**src/rtl/atl_pkg.sv**
```systemverilog
`timescale 1ns / 1ps
// Shared types, constants and the ADC breakpoint table for the temperature linearizer.
// No dependencies.
package atl_pkg;

  localparam int ADC_BITS     = 10;
  localparam int FRAC_BITS    = 8;
  localparam int TABLE_POINTS = 66;
  localparam int TEMP_BITS    = 16;
  localparam int IDX_BITS     = $clog2(TABLE_POINTS);
  localparam int CNT_BITS     = $clog2(FRAC_BITS + 1);

  typedef logic [ADC_BITS-1:0]         level_t;
  typedef logic [IDX_BITS-1:0]         idx_t;
  typedef logic [FRAC_BITS-1:0]        frac_t;
  typedef logic [CNT_BITS-1:0]         cnt_t;
  typedef logic signed [TEMP_BITS-1:0] temp_t;

  typedef enum logic [1:0] {
    RANGE_IN    = 2'd0,
    RANGE_BELOW = 2'd1,
    RANGE_ABOVE = 2'd2
  } range_t;

  localparam level_t LEVEL_POINTS [TABLE_POINTS] = '{
    10'd142, 10'd144, 10'd147, 10'd152, 10'd159, 10'd164, 10'd170, 10'd176, 10'd184, 10'd190,
    10'd198, 10'd205, 10'd212, 10'd219, 10'd226, 10'd232, 10'd241, 10'd250, 10'd258, 10'd266,
    10'd276, 10'd285, 10'd296, 10'd306, 10'd318, 10'd327, 10'd337, 10'd347, 10'd360, 10'd375,
    10'd388, 10'd400, 10'd412, 10'd428, 10'd442, 10'd454, 10'd466, 10'd480, 10'd495, 10'd513,
    10'd527, 10'd540, 10'd554, 10'd569, 10'd583, 10'd600, 10'd615, 10'd630, 10'd646, 10'd660,
    10'd676, 10'd692, 10'd711, 10'd729, 10'd746, 10'd766, 10'd782, 10'd804, 10'd823, 10'd843,
    10'd862, 10'd882, 10'd900, 10'd920, 10'd942, 10'd961
  };

  localparam level_t FIRST_POINT = LEVEL_POINTS[0];
  localparam level_t LAST_POINT  = LEVEL_POINTS[TABLE_POINTS-1];
  localparam idx_t   LAST_IDX    = idx_t'(TABLE_POINTS - 1);

  localparam temp_t TEMP_BELOW = -temp_t'(1 << FRAC_BITS);
  localparam temp_t TEMP_ABOVE = temp_t'(TABLE_POINTS << FRAC_BITS);
  localparam temp_t TEMP_LAST  = temp_t'((TABLE_POINTS - 1) << FRAC_BITS);

  function automatic level_t point_at(idx_t k);
    return (k < LAST_IDX + idx_t'(1)) ? LEVEL_POINTS[k] : '0;
  endfunction

endpackage

```
**src/rtl/atl_search.sv**
```systemverilog
`timescale 1ns / 1ps
// Bit-serial search for the table segment holding a level, one index bit per cycle.
// Depends on atl_pkg.
module atl_search (
  input  logic            clk,
  input  logic            rst,
  input  logic            start,
  input  atl_pkg::level_t level,
  output atl_pkg::idx_t   idx,
  output logic            done
);

  atl_pkg::idx_t   probe;
  atl_pkg::idx_t   cand;
  atl_pkg::level_t lvl;
  logic            busy;
  logic            take;

  assign cand = idx | probe;
  assign take = (cand < atl_pkg::LAST_IDX) && (atl_pkg::point_at(cand) <= lvl);

  always_ff @(posedge clk) begin
    if (rst) begin
      busy <= 1'b0;
      done <= 1'b0;
    end else begin
      done <= 1'b0;
      if (start) begin
        busy  <= 1'b1;
        idx   <= '0;
        probe <= atl_pkg::idx_t'(1) << (atl_pkg::IDX_BITS - 1);
        lvl   <= level;
      end else if (busy) begin
        if (take) begin
          idx <= cand;
        end
        probe <= probe >> 1;
        if (probe[0]) begin
          busy <= 1'b0;
          done <= 1'b1;
        end
      end
    end
  end

endmodule

```
**src/rtl/atl_div.sv**
```systemverilog
`timescale 1ns / 1ps
// Restoring divider giving (num << FRAC_BITS) / den one quotient bit per cycle; num < den.
// Depends on atl_pkg.
module atl_div (
  input  logic            clk,
  input  logic            rst,
  input  logic            start,
  input  atl_pkg::level_t num,
  input  atl_pkg::level_t den,
  output atl_pkg::frac_t  quot,
  output logic            done
);

  atl_pkg::level_t                 rem;
  atl_pkg::level_t                 dv;
  atl_pkg::cnt_t                   cnt;
  logic [atl_pkg::ADC_BITS:0]      trial;
  logic                            ge;

  assign trial = {rem, 1'b0};
  assign ge    = trial >= {1'b0, dv};

  always_ff @(posedge clk) begin
    if (rst) begin
      cnt  <= '0;
      done <= 1'b0;
    end else begin
      done <= 1'b0;
      if (start) begin
        rem  <= num;
        dv   <= den;
        quot <= '0;
        cnt  <= atl_pkg::cnt_t'(atl_pkg::FRAC_BITS);
      end else if (cnt != '0) begin
        rem  <= ge ? atl_pkg::level_t'(trial - {1'b0, dv}) : atl_pkg::level_t'(trial);
        quot <= atl_pkg::frac_t'({quot, ge});
        cnt  <= cnt - atl_pkg::cnt_t'(1);
        if (cnt == atl_pkg::cnt_t'(1)) begin
          done <= 1'b1;
        end
      end
    end
  end

endmodule

```
**src/rtl/adc_temperature_linearizer_top.sv**
```systemverilog
`timescale 1ns / 1ps
// Top level of the ADC temperature linearizer: filter, control and output register.
// Depends on atl_pkg, atl_search and atl_div.
//
// Usage:
//   Input channel: adc_sample with in_valid / in_stall. One beat per ADC reading.
//   Output channel: temperature (degC, 8 fractional bits), filtered_level and
//   range_status with out_valid / out_stall. Exactly one output beat per input beat.
//   A sample is averaged with the previous level (a stored level of zero means
//   unseeded), then looked up in the breakpoint table and interpolated.
//   Levels at or below the first table point, above the last point, or on the last
//   point go straight from idle to the output hand-off. Other levels pass a 7-step
//   serial index search, an 8-step serial divider and the hand-off to the output register.
//   in_stall is high while an item is in progress, so one item is worked at a time
//   and a new beat is taken only once the last one has reached the output register.
//   While out_stall holds a result in the output register a new beat is still taken
//   and worked; it waits at the end of its computation until the register frees.
//   Reset (rst, synchronous) empties the output register, returns to idle and
//   clears the stored level to the unseeded state.
module adc_temperature_linearizer_top (
  input  logic                                clk,
  input  logic                                rst,
  input  logic [atl_pkg::ADC_BITS-1:0]        adc_sample,
  input  logic                                in_valid,
  output logic                                in_stall,
  output logic signed [atl_pkg::TEMP_BITS-1:0] temperature,
  output logic [atl_pkg::ADC_BITS-1:0]        filtered_level,
  output logic [1:0]                          range_status,
  output logic                                out_valid,
  input  logic                                out_stall
);

  typedef enum logic [1:0] {
    S_IDLE,
    S_SEARCH,
    S_DIV,
    S_DONE
  } state_t;

  state_t                       state;
  atl_pkg::level_t              smoothed;
  atl_pkg::level_t              prev;
  atl_pkg::level_t              level_next;
  logic [atl_pkg::ADC_BITS:0]   sum;
  atl_pkg::idx_t                seg_idx;
  atl_pkg::temp_t               res_temp;
  atl_pkg::range_t              res_range;
  logic                         in_acc;
  logic                         out_free;
  logic                         srch_start;
  logic                         srch_done;
  atl_pkg::idx_t                srch_idx;
  atl_pkg::level_t              seg_lo;
  atl_pkg::level_t              seg_hi;
  atl_pkg::level_t              span;
  atl_pkg::level_t              div_num;
  atl_pkg::level_t              div_den;
  logic                         div_start;
  logic                         div_done;
  atl_pkg::frac_t               div_quot;

  assign in_stall   = (state != S_IDLE);
  assign in_acc     = in_valid && !in_stall;
  assign out_free   = !out_valid || !out_stall;

  assign prev       = (smoothed == '0) ? adc_sample : smoothed;
  assign sum        = {1'b0, prev} + {1'b0, adc_sample};
  assign level_next = sum[atl_pkg::ADC_BITS:1];

  assign srch_start = in_acc && (level_next > atl_pkg::FIRST_POINT) &&
                      (level_next < atl_pkg::LAST_POINT);

  assign seg_lo     = atl_pkg::point_at(srch_idx);
  assign seg_hi     = atl_pkg::point_at(srch_idx + atl_pkg::idx_t'(1));
  assign span       = seg_hi - seg_lo;
  assign div_den    = (span == '0) ? atl_pkg::level_t'(1) : span;
  assign div_num    = smoothed - seg_lo;
  assign div_start  = (state == S_SEARCH) && srch_done;

  atl_search u_search (
    .clk   (clk),
    .rst   (rst),
    .start (srch_start),
    .level (level_next),
    .idx   (srch_idx),
    .done  (srch_done)
  );

  atl_div u_div (
    .clk   (clk),
    .rst   (rst),
    .start (div_start),
    .num   (div_num),
    .den   (div_den),
    .quot  (div_quot),
    .done  (div_done)
  );

  always_ff @(posedge clk) begin
    if (rst) begin
      state     <= S_IDLE;
      smoothed  <= '0;
      out_valid <= 1'b0;
    end else begin
      if ((state == S_DONE) && out_free) begin
        out_valid <= 1'b1;
      end else if (out_valid && !out_stall) begin
        out_valid <= 1'b0;
      end
      case (state)
        S_IDLE: begin
          if (in_acc) begin
            smoothed <= level_next;
            if (level_next > atl_pkg::LAST_POINT) begin
              res_temp  <= atl_pkg::TEMP_ABOVE;
              res_range <= atl_pkg::RANGE_ABOVE;
              state     <= S_DONE;
            end else if (level_next <= atl_pkg::FIRST_POINT) begin
              res_temp  <= atl_pkg::TEMP_BELOW;
              res_range <= atl_pkg::RANGE_BELOW;
              state     <= S_DONE;
            end else if (level_next == atl_pkg::LAST_POINT) begin
              res_temp  <= atl_pkg::TEMP_LAST;
              res_range <= atl_pkg::RANGE_IN;
              state     <= S_DONE;
            end else begin
              res_range <= atl_pkg::RANGE_IN;
              state     <= S_SEARCH;
            end
          end
        end
        S_SEARCH: begin
          if (srch_done) begin
            seg_idx <= srch_idx;
            state   <= S_DIV;
          end
        end
        S_DIV: begin
          if (div_done) begin
            res_temp <= atl_pkg::temp_t'({seg_idx, div_quot});
            state    <= S_DONE;
          end
        end
        S_DONE: begin
          if (out_free) begin
            temperature    <= res_temp;
            filtered_level <= smoothed;
            range_status   <= res_range;
            state          <= S_IDLE;
          end
        end
        default: begin
          state <= S_IDLE;
        end
      endcase
    end
  end

endmodule

```
**config.mk**
```make
export PLATFORM = sky130hd
export DESIGN_NAME = adc_temperature_linearizer_top
export DESIGN_NICKNAME = d
export VERILOG_FILES = /design/src/rtl/atl_pkg.sv /design/src/rtl/atl_search.sv /design/src/rtl/atl_div.sv /design/src/rtl/adc_temperature_linearizer_top.sv
export SDC_FILE = /design/constraint.sdc
export NUM_CORES = 1
export LEC_CHECK = 0
export ABC_CLOCK_PERIOD_IN_PS = 5280
export BUFFER_PORTS_ARGS = -buffer_cell sky130_fd_sc_hd__buf_2
export CORE_MARGIN = 4
export CORE_UTILIZATION = 50
export CTS_BUF_LIST = sky130_fd_sc_hd__clkbuf_2
export DETAILED_ROUTE_END_ITERATION = 7
export GPL_ROUTABILITY_DRIVEN = 0
export GPL_TIMING_DRIVEN = 0
export PLACE_DENSITY = 0.67
export SLEW_MARGIN = 40
export SYNTH_ARGS = -nofsm -noshare
export SYNTH_HDL_FRONTEND = slang
export SYNTH_SLANG_ARGS = --single-unit
```
**constraint.sdc**
```tcl
create_clock -name clk -period 5.28 [get_ports clk]
set_input_delay 1.056 -clock clk [delete_from_list [all_inputs] [get_ports clk]]
set_output_delay 1.056 -clock clk [all_outputs]
set_load 0.02 [all_outputs]
```
==> metrics.csv <==
metric,value,unit
"CTS clk-pin slew, worst paths",0.20,ns
Iter 0 DRT Violations,933,
DIE HEIGHT,147.8,um
clock skew,0.03004,ns
Total GRT Usage,0.2351,
"FFs w/ async S/R, synth",0,
Final period util,0.9358,
register area share after synthesis,0.3638,
H-tree Lvls,4,
first-pass GRT wire length,41350,um
Clock Tree Root,clkbuf_2,
TritonRoute pass-1 iters,5,
maxcap violations,0,
initial antenna violation count,1,
yosys warns,0,
Routed Antenna Nets,0,
Yosys cell types,79,
mapped cell area,9767,um2
worst hold margin,0.4191,ns
RSZ-0062 raised after global routing,no,
PortBufs,42,
HPWL Detailed,19160,um
Fillers,1721,
Cell Rows,50,
area of the multi-input gates,5837,um2
Worst setup SP type,flip-flop,
top_reg_cell synth,edfxtp_1,
kind of critical path,reg -> reg,
average size of a mapped cell,8.895,um2
HP Class,reg -> reg,
Vias,8782,
Slew headroom,0.4618,
maximum clock insertion buffer count,2,
status,completed,
worst slew pin tran,0.7988,ns
CP max FO,10,
"EDFF count, synth",105,
initial core utilization,0.5152,
"commonest cells after routing, fill and taps aside","nand2_1 (112), edfxtp_1 (105), a21oi_1 (100), nor2_1 (99), ha_1 (80)",
nets@finish,1280,
worst-skew pair later-pin latency,0.71,ns
"most common cell after layout, fill and taps aside",nand2_1,
CTS tree,yes,
fin. max-slew vios,0,
area taken by flip-flops and latches,3553,um2
Clock Sinks,125,
die area,21830,um2
CP required,5.78,ns
critical path data arrival time,5.44,ns
GRT overflow,0,
synthesis-to-finish area growth,11.18,%
CORE AREA,18960,um2
Final Setup Violations,0,
final hold violations,0,
DRC,0,
CTS Hold Bufs,0,
Mapped Nets,1197,
largest net degree at the start of global routing,17,
number of global-route vias before repair,7980,
share of cells above drive strength 1,0.1332,
Post-Synthesis Cells,1098,
Die Width,147.8,um
WL/cell,17.92,um
crit end category,flip-flop,
Max Freq,202.4,MHz
Seq cells post-synth,125,
WL final,26080,um
minimum clock period,4.941,ns
IO Count,44,
vias per cell,6.036,
CTS Buf Count,17,
per-layer routing:
metal	vias up	GRT usage	share of wire
met3	69	0.04874	0.087
li1	4196	-	-
met1	4075	0.3262	0.44
met4	0	0.08481	0.028
met5	-	0	0
met2	442	0.3655	0.45
registers in the layout, summed over array words and instances, names as in the netlist, 7 cells and up:
name and count:
u_search.lvl 10, u_search.probe 7, u_search.idx 7, smoothed 10
u_div.dv 10, temperature 16, filtered_level 10, res_temp 16
u_div.quot 8, seg_idx 7, u_div.rem 10
path summary, 6_finish.rpt:
path,end,startpoint,slack [ns],cells past startpoint
max reg2reg,u_div.dv[0],u_search.idx[3],0.34,17
max,u_div.dv[0],u_search.idx[3],0.34,17
min reg2reg,temperature[0],res_temp[0],0.42,0
min,temperature[0],res_temp[0],0.42,0
repair_timing:
action | in CTS | in global routing
buffers inserted | 2 | 17
endpoints found under the setup margin | 4 | 21
pin swaps | 0 | 2
cloned | 0 | 0
resized for setup | 3 | 35
cell type report:
type	instances	area share
antenna	1	0.0002304
buffer	69	0.02788
timing repair buffer	65	0.03595
multi-input combinational	851	0.5375
clock buffer	19	0.008757
sequential	125	0.3272
inverter	52	0.01936
tap	260	0.02996
clock inverter	13	0.01314
cell families after synthesis:
family | after synthesis | synth area share
DFF | 125 | 0.3638
and+or+nand+nor | 361 | 0.1781
muxes | 25 | 0.03459
xor gates and xnor gates | 40 | 0.03587
AOI/OAI and AO/OA | 340 | 0.2271
buffers and inverters | 122 | 0.04855
adders and majority gates | 85 | 0.1120
through the flow:
| step | utilization | cell area [um2] | instances | setup WS, ns | TNS, ns |
|---|---|---|---|---|---|
| after floorplan | - | 9767 | 1098 | 0.6415 | 0 |
| after detailed placement | 0.5477 | 10380 | 1404 | -0.4341 | -0.6468 |
| after global routing | 0.5729 | 10860 | 1455 | 0.01313 | 0 |
| final | 0.5729 | 10860 | 1455 | 0.3389 | 0 |
| after CTS | 0.5611 | 10640 | 1437 | 0.003103 | 0 |
| after global placement | 0.5435 | 10300 | 1400 | -0.4539 | -5.389 |
critical path, stage by stage (launching register included):
cell      delay, ns
edfxtp_1       0.41
buf_2          0.34
buf_1          0.49
clkbuf_2       0.38
clkbuf_1       0.47
o211ai_1       0.17
nand3_1        0.11
o21ai_0        0.10
o21ai_0        0.36
ha_1           0.34
nor2b_1        0.14
o21ai_0        0.13
nand2b_1       0.13
a211o_1        0.31
a31o_2         0.24
a21oi_1        0.17
xnor2_1        0.10
o41ai_1        0.35
synthesized netlist by cell type (all sizes together) (7+ instances only):
cell type  instances  area [um2]
a2111oi            7       80.08
a211oi            23       197.7
a21o              26       195.2
a21oi            102       525.5
a31oi             15       93.84
and2              23       143.9
buf               12       61.31
clkbuf            58       217.7
dfxtp             20       400.4
edfxtp           105        3153
ha                81        1013
inv               51       191.4
mux2i             18       180.2
mux4               7       157.7
nand2            112       420.4
nand2b            12       75.07
nand3             13       65.06
nand4             11       68.82
nor2             101       379.1
nor2b             19       118.9
nor3              34       170.2
o211ai            18       135.1
o21ai             78       390.4
o22ai              7       43.79
xnor2             29       254.0
xor2              11       96.34
Power is left out: the tool's default activity adds up to more than one toggle a clock period on the data nets, which glitch-free logic cannot reach.
